--- src/rtl/sbcg_pkg.sv ---
// Shared constants, types and controller/datapath interface for the scaled blit generator.
package sbcg_pkg;

  localparam int SCREEN_WIDTH  = 396;
  localparam int SCREEN_HEIGHT = 224;
  localparam int FRAC_BITS     = 16;

  localparam int TEX_W   = 12;
  localparam int TEX_MAX = (1 << TEX_W) - 1;
  localparam int POS_W   = 16;
  localparam int SIZE_W  = 13;
  localparam int SCR_W   = 13;
  localparam int SX_W    = $clog2(SCREEN_WIDTH + 1);
  localparam int SY_W    = $clog2(SCREEN_HEIGHT + 1);
  localparam int FIX_W   = TEX_W + FRAC_BITS + 1;
  localparam int NUM_W   = TEX_W + FRAC_BITS;
  localparam int DEN_W   = TEX_W;
  localparam int DIV_CNT_W = $clog2(NUM_W);

  localparam int ADDR_W    = 3;
  localparam int DATA_W    = 32;
  localparam int REG_IDX_W = 1;
  localparam logic [REG_IDX_W-1:0] REG_TEX_WIDTH  = 1'b0;
  localparam logic [REG_IDX_W-1:0] REG_TEX_HEIGHT = 1'b1;

  localparam logic OP_START = 1'b0;
  localparam logic OP_NEXT  = 1'b1;

  typedef enum logic [3:0] {
    S_IDLE,
    S_CLIP,
    S_EMPTY,
    S_DIV_X,
    S_WAIT_X,
    S_MUL_X,
    S_ORG_X,
    S_DIV_Y,
    S_WAIT_Y,
    S_MUL_Y,
    S_ORG_Y
  } state_t;

  typedef struct packed {
    logic capture;
    logic clip_load;
    logic emit_empty;
    logic axis_y;
    logic div_start;
    logic step_load;
    logic mul_load;
    logic origin_load;
    logic activate;
    logic pixel_step;
  } cmd_t;

  typedef struct packed {
    logic clip_ok;
    logic div_done;
    logic res_free;
  } status_t;

  typedef struct packed {
    logic             ok;
    logic [SCR_W-1:0] s0;
    logic [SCR_W-1:0] cnt;
    logic [TEX_W-1:0] us;
    logic [TEX_W-1:0] diff_mag;
    logic             diff_neg;
    logic [DEN_W-1:0] den;
    logic [TEX_W-1:0] off;
  } axis_setup_t;

endpackage

--- src/rtl/sbcg_regs.sv ---
// APB-style configuration registers: texture width and height.
module sbcg_regs (
  input  logic                           clk,
  input  logic                           rst,
  input  logic                           psel,
  input  logic                           penable,
  input  logic                           pwrite,
  input  logic [sbcg_pkg::ADDR_W-1:0]    paddr,
  input  logic [sbcg_pkg::DATA_W-1:0]    pwdata,
  output logic [sbcg_pkg::DATA_W-1:0]    prdata,
  output logic                           pready,
  output logic [sbcg_pkg::TEX_W-1:0]     tex_width,
  output logic [sbcg_pkg::TEX_W-1:0]     tex_height
);

  logic [sbcg_pkg::REG_IDX_W-1:0] reg_idx;
  logic                           wr_en;

  assign reg_idx = paddr[sbcg_pkg::ADDR_W-1:2];
  assign wr_en   = psel & penable & pwrite;
  assign pready  = 1'b1;

  always_ff @(posedge clk) begin
    if (rst) begin
      tex_width  <= sbcg_pkg::TEX_W'(1);
      tex_height <= sbcg_pkg::TEX_W'(1);
    end else if (wr_en) begin
      unique case (reg_idx)
        sbcg_pkg::REG_TEX_WIDTH:  tex_width  <= pwdata[sbcg_pkg::TEX_W-1:0];
        sbcg_pkg::REG_TEX_HEIGHT: tex_height <= pwdata[sbcg_pkg::TEX_W-1:0];
        default: ;
      endcase
    end
  end

  always_comb begin
    unique case (reg_idx)
      sbcg_pkg::REG_TEX_WIDTH:  prdata = sbcg_pkg::DATA_W'(tex_width);
      sbcg_pkg::REG_TEX_HEIGHT: prdata = sbcg_pkg::DATA_W'(tex_height);
      default:                  prdata = '0;
    endcase
  end

endmodule

--- src/rtl/sbcg_div.sv ---
// Restoring unsigned divider, one quotient bit per cycle.
module sbcg_div (
  input  logic                         clk,
  input  logic                         rst,
  input  logic                         start,
  input  logic [sbcg_pkg::NUM_W-1:0]   num,
  input  logic [sbcg_pkg::DEN_W-1:0]   den,
  output logic                         done,
  output logic [sbcg_pkg::NUM_W-1:0]   quot
);

  logic                             busy;
  logic [sbcg_pkg::DIV_CNT_W-1:0]   cnt;
  logic [sbcg_pkg::DEN_W-1:0]       rem;
  logic [sbcg_pkg::DEN_W-1:0]       divisor;
  logic [sbcg_pkg::DEN_W:0]         trial;
  logic [sbcg_pkg::DEN_W:0]         diff;

  assign trial = {rem, quot[sbcg_pkg::NUM_W-1]};
  assign diff  = trial - {1'b0, divisor};

  always_ff @(posedge clk) begin
    if (rst) begin
      busy <= 1'b0;
      done <= 1'b0;
      cnt  <= '0;
    end else begin
      done <= 1'b0;
      if (start) begin
        busy <= 1'b1;
        cnt  <= '0;
      end else if (busy) begin
        cnt <= cnt + 1'b1;
        if (cnt == sbcg_pkg::DIV_CNT_W'(sbcg_pkg::NUM_W - 1)) begin
          busy <= 1'b0;
          done <= 1'b1;
        end
      end
    end
  end

  always_ff @(posedge clk) begin
    if (start) begin
      quot    <= num;
      rem     <= '0;
      divisor <= den;
    end else if (busy) begin
      if (!diff[sbcg_pkg::DEN_W]) begin
        rem  <= diff[sbcg_pkg::DEN_W-1:0];
        quot <= {quot[sbcg_pkg::NUM_W-2:0], 1'b1};
      end else begin
        rem  <= trial[sbcg_pkg::DEN_W-1:0];
        quot <= {quot[sbcg_pkg::NUM_W-2:0], 1'b0};
      end
    end
  end

endmodule

--- src/rtl/sbcg_dp.sv ---
// Datapath: clipping, step and origin setup, pixel counters and result register.
module sbcg_dp (
  input  logic                               clk,
  input  logic                               rst,
  input  sbcg_pkg::cmd_t                     cmd,
  output sbcg_pkg::status_t                  status,
  input  logic [sbcg_pkg::TEX_W-1:0]         tex_width,
  input  logic [sbcg_pkg::TEX_W-1:0]         tex_height,
  input  logic signed [sbcg_pkg::POS_W-1:0]  dest_x,
  input  logic signed [sbcg_pkg::POS_W-1:0]  dest_y,
  input  logic signed [sbcg_pkg::SIZE_W-1:0] dest_w,
  input  logic signed [sbcg_pkg::SIZE_W-1:0] dest_h,
  input  logic signed [sbcg_pkg::POS_W-1:0]  src_x,
  input  logic signed [sbcg_pkg::POS_W-1:0]  src_y,
  input  logic [sbcg_pkg::TEX_W-1:0]         src_w,
  input  logic [sbcg_pkg::TEX_W-1:0]         src_h,
  input  logic                               res_stall,
  output logic                               res_valid,
  output logic                               empty_res,
  output logic [sbcg_pkg::SX_W-1:0]          screen_x,
  output logic [sbcg_pkg::SY_W-1:0]          screen_y,
  output logic [sbcg_pkg::TEX_W-1:0]         tex_x,
  output logic [sbcg_pkg::TEX_W-1:0]         tex_y,
  output logic                               last
);

  localparam int EXT_W  = sbcg_pkg::POS_W + 3;
  localparam int PROD_W = sbcg_pkg::FIX_W + sbcg_pkg::TEX_W + 1;
  localparam int INT_W  = sbcg_pkg::FIX_W + 1 - sbcg_pkg::FRAC_BITS;

  function automatic sbcg_pkg::axis_setup_t clip_axis(
    logic signed [sbcg_pkg::POS_W-1:0]  pos,
    logic signed [sbcg_pkg::SIZE_W-1:0] size,
    logic signed [sbcg_pkg::POS_W-1:0]  spos,
    logic [sbcg_pkg::TEX_W-1:0]         ssize,
    logic [sbcg_pkg::TEX_W-1:0]         tsize,
    logic [sbcg_pkg::SCR_W-1:0]         scr
  );
    sbcg_pkg::axis_setup_t             r;
    logic [sbcg_pkg::TEX_W-1:0]        tlast;
    logic signed [EXT_W-1:0]           tlast_s;
    logic signed [EXT_W-1:0]           sp;
    logic signed [EXT_W-1:0]           se;
    logic [sbcg_pkg::TEX_W-1:0]        us;
    logic [sbcg_pkg::TEX_W-1:0]        ue;
    logic [sbcg_pkg::TEX_W-1:0]        tmp;
    logic [sbcg_pkg::SIZE_W-1:0]       mag;
    logic signed [EXT_W-1:0]           s0;
    logic signed [EXT_W-1:0]           e;
    logic signed [EXT_W-1:0]           lastpix;
    logic signed [EXT_W-1:0]           cnt;
    logic signed [EXT_W-1:0]           off;
    logic signed [sbcg_pkg::TEX_W:0]   diff;
    tlast   = (tsize == '0) ? '0 : tsize - 1'b1;
    tlast_s = $signed(EXT_W'(tlast));
    sp      = EXT_W'(spos);
    se      = EXT_W'(spos) + $signed(EXT_W'(ssize)) - $signed(EXT_W'(1));
    if (sp < 0) us = '0;
    else if (sp > tlast_s) us = tlast;
    else us = sp[sbcg_pkg::TEX_W-1:0];
    if (se < 0) ue = '0;
    else if (se > tlast_s) ue = tlast;
    else ue = se[sbcg_pkg::TEX_W-1:0];
    mag = size[sbcg_pkg::SIZE_W-1] ? sbcg_pkg::SIZE_W'(-size) : size;
    if (size[sbcg_pkg::SIZE_W-1]) begin
      tmp = us;
      us  = ue;
      ue  = tmp;
    end
    s0      = (pos < 0) ? '0 : EXT_W'(pos);
    e       = EXT_W'(pos) + $signed(EXT_W'(mag)) - $signed(EXT_W'(1));
    lastpix = $signed(EXT_W'(scr)) - $signed(EXT_W'(1));
    if (e > lastpix) e = lastpix;
    cnt  = e - s0 + $signed(EXT_W'(1));
    off  = s0 - EXT_W'(pos);
    diff = $signed({1'b0, ue}) - $signed({1'b0, us});
    r.ok       = (cnt > 0) && (size != '0) && (ssize != '0);
    r.s0       = s0[sbcg_pkg::SCR_W-1:0];
    r.cnt      = cnt[sbcg_pkg::SCR_W-1:0];
    r.us       = us;
    r.diff_neg = diff[sbcg_pkg::TEX_W];
    r.diff_mag = diff[sbcg_pkg::TEX_W] ? sbcg_pkg::TEX_W'(-diff)
                                       : diff[sbcg_pkg::TEX_W-1:0];
    r.den      = sbcg_pkg::DEN_W'(mag - 1'b1);
    r.off      = off[sbcg_pkg::TEX_W-1:0];
    return r;
  endfunction

  function automatic logic [sbcg_pkg::TEX_W-1:0] tex_coord(
    logic signed [sbcg_pkg::FIX_W:0] v
  );
    logic [INT_W-1:0] ip;
    ip = v[sbcg_pkg::FIX_W:sbcg_pkg::FRAC_BITS];
    if (v < 0) return '0;
    if (ip > INT_W'(sbcg_pkg::TEX_MAX)) return sbcg_pkg::TEX_W'(sbcg_pkg::TEX_MAX);
    return ip[sbcg_pkg::TEX_W-1:0];
  endfunction

  // latched start transaction
  logic signed [sbcg_pkg::POS_W-1:0]  blit_dest_x, blit_dest_y;
  logic signed [sbcg_pkg::SIZE_W-1:0] blit_dest_w, blit_dest_h;
  logic signed [sbcg_pkg::POS_W-1:0]  blit_src_x, blit_src_y;
  logic [sbcg_pkg::TEX_W-1:0]         blit_src_w, blit_src_h;

  sbcg_pkg::axis_setup_t clip_x, clip_y;
  sbcg_pkg::axis_setup_t setup_x, setup_y;
  sbcg_pkg::axis_setup_t setup_sel;

  logic signed [sbcg_pkg::FIX_W-1:0] step_x, step_y, step_sel;
  logic signed [sbcg_pkg::FIX_W:0]   prod;
  logic signed [PROD_W-1:0]          prod_full;
  logic signed [sbcg_pkg::FIX_W-1:0] origin_tex_x, origin_tex_y;
  logic signed [sbcg_pkg::FIX_W:0]   origin_sum;
  logic signed [sbcg_pkg::FIX_W-1:0] step_new;
  logic signed [sbcg_pkg::FIX_W-1:0] acc_x, acc_y;
  logic [sbcg_pkg::SX_W-1:0]         origin_screen_x, cols_total, col_count;
  logic [sbcg_pkg::SY_W-1:0]         origin_screen_y, rows_total, row_count;
  logic                              active;
  logic                              pixel_fire;
  logic                              col_end, row_end;
  logic signed [sbcg_pkg::FIX_W:0]   tex_sum_x, tex_sum_y;

  logic                              div_done;
  logic [sbcg_pkg::NUM_W-1:0]        div_quot;
  logic [sbcg_pkg::NUM_W-1:0]        div_num;

  always_comb begin
    clip_x = clip_axis(blit_dest_x, blit_dest_w, blit_src_x, blit_src_w, tex_width,
                       sbcg_pkg::SCR_W'(sbcg_pkg::SCREEN_WIDTH));
    clip_y = clip_axis(blit_dest_y, blit_dest_h, blit_src_y, blit_src_h, tex_height,
                       sbcg_pkg::SCR_W'(sbcg_pkg::SCREEN_HEIGHT));
  end

  assign setup_sel = cmd.axis_y ? setup_y : setup_x;
  assign step_sel  = cmd.axis_y ? step_y : step_x;
  assign div_num   = {setup_sel.diff_mag, sbcg_pkg::FRAC_BITS'(0)};

  sbcg_div u_div (
    .clk   (clk),
    .rst   (rst),
    .start (cmd.div_start),
    .num   (div_num),
    .den   (setup_sel.den),
    .done  (div_done),
    .quot  (div_quot)
  );

  always_comb begin
    if (setup_sel.den == '0) step_new = '0;
    else if (setup_sel.diff_neg) step_new = -$signed({1'b0, div_quot});
    else step_new = $signed({1'b0, div_quot});
  end

  assign prod_full  = step_sel * $signed({1'b0, setup_sel.off});
  assign origin_sum = $signed({1'b0, setup_sel.us, sbcg_pkg::FRAC_BITS'(0)})
                    + prod;

  assign status.clip_ok  = clip_x.ok & clip_y.ok;
  assign status.div_done = div_done;
  assign status.res_free = !res_valid || !res_stall;

  assign pixel_fire = cmd.pixel_step & active;
  assign col_end    = (col_count == cols_total - 1'b1);
  assign row_end    = (row_count == rows_total - 1'b1);
  assign tex_sum_x  = (sbcg_pkg::FIX_W + 1)'(origin_tex_x) + (sbcg_pkg::FIX_W + 1)'(acc_x);
  assign tex_sum_y  = (sbcg_pkg::FIX_W + 1)'(origin_tex_y) + (sbcg_pkg::FIX_W + 1)'(acc_y);

  always_ff @(posedge clk) begin
    if (cmd.capture) begin
      blit_dest_x <= dest_x;
      blit_dest_y <= dest_y;
      blit_dest_w <= dest_w;
      blit_dest_h <= dest_h;
      blit_src_x  <= src_x;
      blit_src_y  <= src_y;
      blit_src_w  <= src_w;
      blit_src_h  <= src_h;
    end
    if (cmd.clip_load) begin
      setup_x <= clip_x;
      setup_y <= clip_y;
    end
    if (cmd.mul_load) prod <= prod_full[sbcg_pkg::FIX_W:0];
  end

  always_ff @(posedge clk) begin
    if (rst) begin
      active          <= 1'b0;
      step_x          <= '0;
      step_y          <= '0;
      origin_tex_x    <= '0;
      origin_tex_y    <= '0;
      origin_screen_x <= '0;
      origin_screen_y <= '0;
      cols_total      <= '0;
      rows_total      <= '0;
      col_count       <= '0;
      row_count       <= '0;
      acc_x           <= '0;
      acc_y           <= '0;
    end else begin
      if (cmd.capture) active <= 1'b0;
      if (cmd.step_load) begin
        if (cmd.axis_y) step_y <= step_new;
        else step_x <= step_new;
      end
      if (cmd.origin_load) begin
        if (cmd.axis_y) origin_tex_y <= origin_sum[sbcg_pkg::FIX_W-1:0];
        else origin_tex_x <= origin_sum[sbcg_pkg::FIX_W-1:0];
      end
      if (cmd.activate) begin
        active          <= 1'b1;
        origin_screen_x <= setup_x.s0[sbcg_pkg::SX_W-1:0];
        origin_screen_y <= setup_y.s0[sbcg_pkg::SY_W-1:0];
        cols_total      <= setup_x.cnt[sbcg_pkg::SX_W-1:0];
        rows_total      <= setup_y.cnt[sbcg_pkg::SY_W-1:0];
        col_count       <= '0;
        row_count       <= '0;
        acc_x           <= '0;
        acc_y           <= '0;
      end else if (pixel_fire) begin
        if (col_end) begin
          col_count <= '0;
          acc_x     <= '0;
          if (row_end) begin
            row_count <= '0;
            acc_y     <= '0;
            active    <= 1'b0;
          end else begin
            row_count <= row_count + 1'b1;
            acc_y     <= acc_y + step_y;
          end
        end else begin
          col_count <= col_count + 1'b1;
          acc_x     <= acc_x + step_x;
        end
      end
    end
  end

  // result register
  always_ff @(posedge clk) begin
    if (rst) begin
      res_valid <= 1'b0;
    end else if (pixel_fire || cmd.emit_empty) begin
      res_valid <= 1'b1;
    end else if (!res_stall) begin
      res_valid <= 1'b0;
    end
  end

  always_ff @(posedge clk) begin
    if (pixel_fire) begin
      empty_res <= 1'b0;
      screen_x  <= origin_screen_x + col_count;
      screen_y  <= origin_screen_y + row_count;
      tex_x     <= tex_coord(tex_sum_x);
      tex_y     <= tex_coord(tex_sum_y);
      last      <= col_end & row_end;
    end else if (cmd.emit_empty) begin
      empty_res <= 1'b1;
      screen_x  <= '0;
      screen_y  <= '0;
      tex_x     <= '0;
      tex_y     <= '0;
      last      <= 1'b0;
    end
  end

endmodule

--- src/rtl/sbcg_ctrl.sv ---
// Controller: input handshake and start-setup sequencing.
module sbcg_ctrl (
  input  logic                clk,
  input  logic                rst,
  input  logic                item_valid,
  output logic                item_stall,
  input  logic                op,
  input  sbcg_pkg::status_t   status,
  output sbcg_pkg::cmd_t      cmd
);

  sbcg_pkg::state_t state, state_next;
  logic             accept;

  assign item_stall = !((state == sbcg_pkg::S_IDLE) && status.res_free);
  assign accept     = item_valid && !item_stall;

  always_ff @(posedge clk) begin
    if (rst) state <= sbcg_pkg::S_IDLE;
    else state <= state_next;
  end

  always_comb begin
    state_next = state;
    unique case (state)
      sbcg_pkg::S_IDLE:
        if (accept && op == sbcg_pkg::OP_START) state_next = sbcg_pkg::S_CLIP;
      sbcg_pkg::S_CLIP:
        state_next = status.clip_ok ? sbcg_pkg::S_DIV_X : sbcg_pkg::S_EMPTY;
      sbcg_pkg::S_EMPTY:  state_next = sbcg_pkg::S_IDLE;
      sbcg_pkg::S_DIV_X:  state_next = sbcg_pkg::S_WAIT_X;
      sbcg_pkg::S_WAIT_X: if (status.div_done) state_next = sbcg_pkg::S_MUL_X;
      sbcg_pkg::S_MUL_X:  state_next = sbcg_pkg::S_ORG_X;
      sbcg_pkg::S_ORG_X:  state_next = sbcg_pkg::S_DIV_Y;
      sbcg_pkg::S_DIV_Y:  state_next = sbcg_pkg::S_WAIT_Y;
      sbcg_pkg::S_WAIT_Y: if (status.div_done) state_next = sbcg_pkg::S_MUL_Y;
      sbcg_pkg::S_MUL_Y:  state_next = sbcg_pkg::S_ORG_Y;
      sbcg_pkg::S_ORG_Y:  state_next = sbcg_pkg::S_IDLE;
      default:            state_next = sbcg_pkg::S_IDLE;
    endcase
  end

  always_comb begin
    cmd = '0;
    unique case (state)
      sbcg_pkg::S_IDLE: begin
        cmd.capture    = accept && op == sbcg_pkg::OP_START;
        cmd.pixel_step = accept && op == sbcg_pkg::OP_NEXT;
      end
      sbcg_pkg::S_CLIP:   cmd.clip_load = 1'b1;
      sbcg_pkg::S_EMPTY:  cmd.emit_empty = 1'b1;
      sbcg_pkg::S_DIV_X:  cmd.div_start = 1'b1;
      sbcg_pkg::S_WAIT_X: cmd.step_load = status.div_done;
      sbcg_pkg::S_MUL_X:  cmd.mul_load = 1'b1;
      sbcg_pkg::S_ORG_X:  cmd.origin_load = 1'b1;
      sbcg_pkg::S_DIV_Y: begin
        cmd.axis_y    = 1'b1;
        cmd.div_start = 1'b1;
      end
      sbcg_pkg::S_WAIT_Y: begin
        cmd.axis_y    = 1'b1;
        cmd.step_load = status.div_done;
      end
      sbcg_pkg::S_MUL_Y: begin
        cmd.axis_y   = 1'b1;
        cmd.mul_load = 1'b1;
      end
      sbcg_pkg::S_ORG_Y: begin
        cmd.axis_y      = 1'b1;
        cmd.origin_load = 1'b1;
        cmd.activate    = 1'b1;
      end
      default: cmd = '0;
    endcase
  end

endmodule

--- src/rtl/scaled_blit_coordinate_generator.sv ---
// Top level of the scaled blit coordinate generator.
// Next: result registered the cycle after accept; one per cycle while drawing, if not stalled.
// Start transaction: busy through clipping and two serial restoring divisions (one per axis)
// on a shared divider; an empty result goes via S_CLIP and S_EMPTY to the result register.
// Synchronous active-high reset: idle, not drawing, result invalid, texture size registers 1.
module scaled_blit_coordinate_generator (
  input  logic                               clk,
  input  logic                               rst,
  input  logic                               psel,
  input  logic                               penable,
  input  logic                               pwrite,
  input  logic [sbcg_pkg::ADDR_W-1:0]        paddr,
  input  logic [sbcg_pkg::DATA_W-1:0]        pwdata,
  output logic [sbcg_pkg::DATA_W-1:0]        prdata,
  output logic                               pready,
  input  logic                               item_valid,
  output logic                               item_stall,
  input  logic                               op,
  input  logic signed [sbcg_pkg::POS_W-1:0]  dest_x,
  input  logic signed [sbcg_pkg::POS_W-1:0]  dest_y,
  input  logic signed [sbcg_pkg::SIZE_W-1:0] dest_w,
  input  logic signed [sbcg_pkg::SIZE_W-1:0] dest_h,
  input  logic signed [sbcg_pkg::POS_W-1:0]  src_x,
  input  logic signed [sbcg_pkg::POS_W-1:0]  src_y,
  input  logic [sbcg_pkg::TEX_W-1:0]         src_w,
  input  logic [sbcg_pkg::TEX_W-1:0]         src_h,
  output logic                               res_valid,
  input  logic                               res_stall,
  output logic                               empty_res,
  output logic [sbcg_pkg::SX_W-1:0]          screen_x,
  output logic [sbcg_pkg::SY_W-1:0]          screen_y,
  output logic [sbcg_pkg::TEX_W-1:0]         tex_x,
  output logic [sbcg_pkg::TEX_W-1:0]         tex_y,
  output logic                               last
);

  sbcg_pkg::cmd_t             cmd;
  sbcg_pkg::status_t          status;
  logic [sbcg_pkg::TEX_W-1:0] tex_width;
  logic [sbcg_pkg::TEX_W-1:0] tex_height;

  sbcg_regs u_regs (
    .clk        (clk),
    .rst        (rst),
    .psel       (psel),
    .penable    (penable),
    .pwrite     (pwrite),
    .paddr      (paddr),
    .pwdata     (pwdata),
    .prdata     (prdata),
    .pready     (pready),
    .tex_width  (tex_width),
    .tex_height (tex_height)
  );

  sbcg_ctrl u_ctrl (
    .clk        (clk),
    .rst        (rst),
    .item_valid (item_valid),
    .item_stall (item_stall),
    .op         (op),
    .status     (status),
    .cmd        (cmd)
  );

  sbcg_dp u_dp (
    .clk        (clk),
    .rst        (rst),
    .cmd        (cmd),
    .status     (status),
    .tex_width  (tex_width),
    .tex_height (tex_height),
    .dest_x     (dest_x),
    .dest_y     (dest_y),
    .dest_w     (dest_w),
    .dest_h     (dest_h),
    .src_x      (src_x),
    .src_y      (src_y),
    .src_w      (src_w),
    .src_h      (src_h),
    .res_stall  (res_stall),
    .res_valid  (res_valid),
    .empty_res  (empty_res),
    .screen_x   (screen_x),
    .screen_y   (screen_y),
    .tex_x      (tex_x),
    .tex_y      (tex_y),
    .last       (last)
  );

endmodule
--- config.mk ---
export PLATFORM = sky130hd
export DESIGN_NAME = scaled_blit_coordinate_generator
export DESIGN_NICKNAME = d
export VERILOG_FILES = /design/src/rtl/sbcg_pkg.sv /design/src/rtl/sbcg_regs.sv /design/src/rtl/sbcg_div.sv /design/src/rtl/sbcg_dp.sv /design/src/rtl/sbcg_ctrl.sv /design/src/rtl/scaled_blit_coordinate_generator.sv
export SDC_FILE = /design/constraint.sdc
export NUM_CORES = 2
export LEC_CHECK = 0
export BUFFER_PORTS_ARGS = -buffer_cell sky130_fd_sc_hd__buf_2
export CAP_MARGIN = 20
export CORE_MARGIN = 5
export CORE_UTILIZATION = 55
export CTS_BUF_LIST = sky130_fd_sc_hd__clkbuf_8
export CTS_CLUSTER_SIZE = 14
export DETAILED_ROUTE_END_ITERATION = 16
export PLACE_DENSITY = 0.73
export SLEW_MARGIN = 25
export SYNTH_ARGS = -nofsm -noshare
export SYNTH_HDL_FRONTEND = slang
export SYNTH_SLANG_ARGS = --single-unit
--- constraint.sdc ---
create_clock -name clk -period 23 [get_ports clk]
set_input_delay 4.6 -clock clk [delete_from_list [all_inputs] [get_ports clk]]
set_output_delay 4.6 -clock clk [all_outputs]
set_load 0.005 [all_outputs]
==> results list <==
- The flow ran to the end, and the final reports show no timing, DRC or antenna violations.
* TritonCTS Buffers: 107
* Avg Synthesized Cell Area: 9.06 sq um
- Leakage Power: 0.0228 uW
* Rows: 109
- Detailed placement finished with a half-perimeter wire length of 98.5 mm.
- CORE AREA: 88,500 sq um
- The clock drives 632 sinks.
* Max stage delay on crit path: 0.39 ns
- Post-synthesis sequential area ratio: 32.7%
- For this configuration, the core starts out at a cell density of 55.5%.
- Between clock sinks in the finished design, the worst skew comes to 0.0448 ns.
- TritonCTS built the clock tree.
- Number of buffers added for setup after CTS: 0
- Of all flip-flops after synthesis, the portion carrying an async set or reset was 0%.
- The clock reaches the later pin of the worst-skew pair after 0.77 ns.
* Unrepaired setup endpoints after global routing: no
- Counting every instance in the synthesized netlist gives 5,422.
* Largest net degree at the start of global routing: 88
- For the pin with the worst max-slew slack, the measured transition is 1.16 ns.
- The total overflow left after global routing is 0.
- Number of port buffers: 191
* Via count: 39,600
- Remaining number of nets flagged by the antenna check after routing: 0
- Critical setup path kind: in -> out
* Number of hold buffers added after cts: 0
* Share of final-layout standard cells stronger than drive strength 1: 9.72%
- In this run the clock root is driven by a sky130_fd_sc_hd__clkbuf_8.
* Maximum clock frequency: 99.9 MHz
* Cell family contributing the most delay on the critical path: buffers and inverters
- 235 I/O pins were placed.
- Hold Slack: 0.457 ns
- The congestion estimate from routability-driven global placement came to 0.922.
- Adding up every negative setup slack in the final design gives 0 ns.
- In this run the worst path has a maximum fanout of 18.
- The die is 309 um wide.
- In the final routed layout, each cell accounts on average for 18.7 um.
* Worst setup SP type: input pin
- Register clock-pin slew on the reported worst setup and hold paths: 0.06 ns
- Crit end category: output port
* Total DRC errors in the routed layout: 0
- Yosys printed 0 warnings.
- Most frequently used cell type in the post-synthesis netlist: sky130_fd_sc_hd__nand2_1
* Endpoints failing setup: 0
- The clock passes through at most 3 buffers.
- Among all stages on the critical path, the largest delay is contributed by sky130_fd_sc_hd__mux2_2.
* Number of antenna violations at the first check in global routing: 4
- Worst VDD drop: 0.0000496 V
* Vias per Instance: 5.78
* WP data required: 18.40 ns
* Dominant register cell in the synthesized netlist: sky130_fd_sc_hd__edfxtp_1
- Post-route clock period utilization: 43.5%
- Worst-path cell chain: buf_2, mux2_2, buf_2
- Post-detailed-routing wire length: 128 mm
* Detailed-router iteration count before antenna repair: 5
- Synthesis instantiated 99 different standard cells from the library.
- Min cycle time layout: 10.01 ns
- Global-route wire length before repair: 203 mm
* Max-slew violations: 0
- Global-route usage over all layers: 26.4%
- Post-synth EDFFs: 341
- Top post-synthesis cells by count: 703 x sky130_fd_sc_hd__nand2_1, 489 x sky130_fd_sc_hd__inv_1, 472 x sky130_fd_sc_hd__nor2_1
* Most Frequent Cell on Critical Path: sky130_fd_sc_hd__buf_2
- The path class of the tightest hold or removal check is reg -> reg.
* Count of final hold-check violations: 0
- The worst register-to-register path has a setup slack of 13.76 ns.
- From synthesis to final layout, the design area changed by 9.67%.
* Data arrival time of the critical path: 5.41 ns
- Number of buffer and inverter stages on the critical path: 2
- Die area: 95,400 sq um
- The tool flagged a number of max-cap violations equal to 0.
* Via count of the first global-routing pass: 39,100
* Flops & latches, synth: 632
* Power per Cell Area: 59.7 nW/um^2
- In this run the tightest slew margin relative to its limit is 20.2%.
- The top cell type by area accounts for 20.8% of the synthesized area.
- After the last flow step, the layout net total stands at 6,437.
- By area the synthesized netlist is led by sky130_fd_sc_hd__edfxtp_1 21%, sky130_fd_sc_hd__dfxtp_1 12%, sky130_fd_sc_hd__ha_1 12%, sky130_fd_sc_hd__fa_1 9.0%, sky130_fd_sc_hd__nand2_1 5.4%.
- Measured along the y axis, the die boundary spans 309 um.
- Cell type with the highest aggregate area in the netlist: sky130_fd_sc_hd__edfxtp_1
- Post-CTS repair changed the size of 0 cells.
- The H-tree was split into 3 levels.
- Summing every instance area after synthesis gives 49,100 sq um.
* Number of violations reported at the end of detailed-routing iteration 0: 2,947
## worst reg2reg max path: stages (launching register included)
cell and delay (ns):
sky130_fd_sc_hd__dfxtp_1 0.44, sky130_fd_sc_hd__nor2b_1 0.60, sky130_fd_sc_hd__nand3_1 0.25, sky130_fd_sc_hd__nand2_4 0.24, sky130_fd_sc_hd__buf_4 0.74, sky130_fd_sc_hd__mux2i_1 1.05, sky130_fd_sc_hd__nor2_1 0.16, sky130_fd_sc_hd__fa_1 0.55
sky130_fd_sc_hd__fa_1 0.55, sky130_fd_sc_hd__inv_1 0.05, sky130_fd_sc_hd__fa_1 0.52, sky130_fd_sc_hd__inv_1 0.05, sky130_fd_sc_hd__fa_1 0.47, sky130_fd_sc_hd__inv_1 0.05, sky130_fd_sc_hd__fa_1 0.53, sky130_fd_sc_hd__inv_1 0.04
sky130_fd_sc_hd__ha_1 0.22, sky130_fd_sc_hd__a21oi_1 0.20, sky130_fd_sc_hd__nor2b_1 0.07, sky130_fd_sc_hd__o21ai_0 0.13, sky130_fd_sc_hd__o21ai_0 0.22, sky130_fd_sc_hd__o41ai_1 0.49, sky130_fd_sc_hd__o21ai_0 0.31, sky130_fd_sc_hd__o21ai_0 0.64
sky130_fd_sc_hd__o21bai_1 0.12, sky130_fd_sc_hd__a21oi_1 0.19, sky130_fd_sc_hd__xnor2_1 0.10
## metal layers
metal,vias to the layer above,wire [um],share of wire (%),global-route usage (%)
met5,-,11,0.0086,0
met1,19000,55000,43,35.8
li1,19100,-,-,-
met3,254,9660,7.5,4.91
met2,1284,59000,46,43.1
met4,2,4510,3.5,9.00
## where the power goes
part | switching [uW] | internal [uW] | total, uW | leakage (uW)
logic | 416 | 297 | 713 | 0.0159
clock network | 498 | 727 | 1220 | 0.00140
registers | 32.6 | 1250 | 1280 | 0.00549
total | 946 | 2270 | 3220 | 0.0228
## final cells by class
type,count,area (sq um)
antenna,2,5.00
clock buffer,119,1640
clock inverter,84,955
fill,7488,34600
inverter,490,1840
multi-input combinational,4123,30600
sequential,632,16100
tap,1165,1460
timing repair buffer,242,1350
## through the flow
| step | worst slack (ns) | utilization (%) | cells | total power [uW] | area [sq um] |
|---|---|---|---|---|---|
| 6_report | 12.99 | 60.9 | 6857 | 3220 | 53900 |
| 5_1_grt | 12.95 | 60.9 | 6857 | 3380 | 53900 |
| 2_1_floorplan | 12.37 | - | 5441 | 1850 | 49200 |
| 3_5_place_dp | 12.98 | 57.9 | 6652 | 2000 | 51300 |
| 4_1_cts | 12.99 | 60.9 | 6855 | 3230 | 53900 |
| 3_3_place_gp | 13.00 | 57.9 | 6652 | 1980 | 51300 |
## worst paths after layout
path,from,to,depth (start not counted)
hold reg to reg,u_dp.origin_tex_y[21],u_dp.origin_tex_y[21],2
hold / removal,u_dp.origin_tex_y[21],u_dp.origin_tex_y[21],2
setup / recovery,paddr[2],prdata[4],3
setup reg to reg,u_ctrl.state[2],u_dp.prod[25],26
## state kept, by name, indices dropped and copies added, names as in the netlist, 28 cells and up
register	cells
u_dp.acc_x	29
u_dp.setup_x	67
u_dp.origin_tex_y	29
u_dp.acc_y	29
u_dp.setup_y	65
u_dp.step_y	29
u_dp.u_div.quot	28
u_dp.prod	29
u_dp.step_x	29
u_dp.origin_tex_x	29
## cell families after synthesis
logic type      synth area share (%)
compound gates                  13.7
xor+xnor                        7.25
fa+ha+maj                       20.8
buf+inv                         5.44
flops                           32.7
mux                             4.16
other cells                   0.0153
simple gates                    15.9
## cells in the final DEF, fill, tap and decap left out, drive strengths merged, types with 90 or more instances in the layout
cell type,n
nor2,472
a21o,100
inv,516
dfxtp,291
xnor2,265
nor3,103
mux2i,127
fa,222
ha,462
o21ai,212
nand2,703
edfxtp,341
clkbuf,119
nand3,90
xor2,142
a21oi,409
buf,242
(Power assumes the default switching activity.)
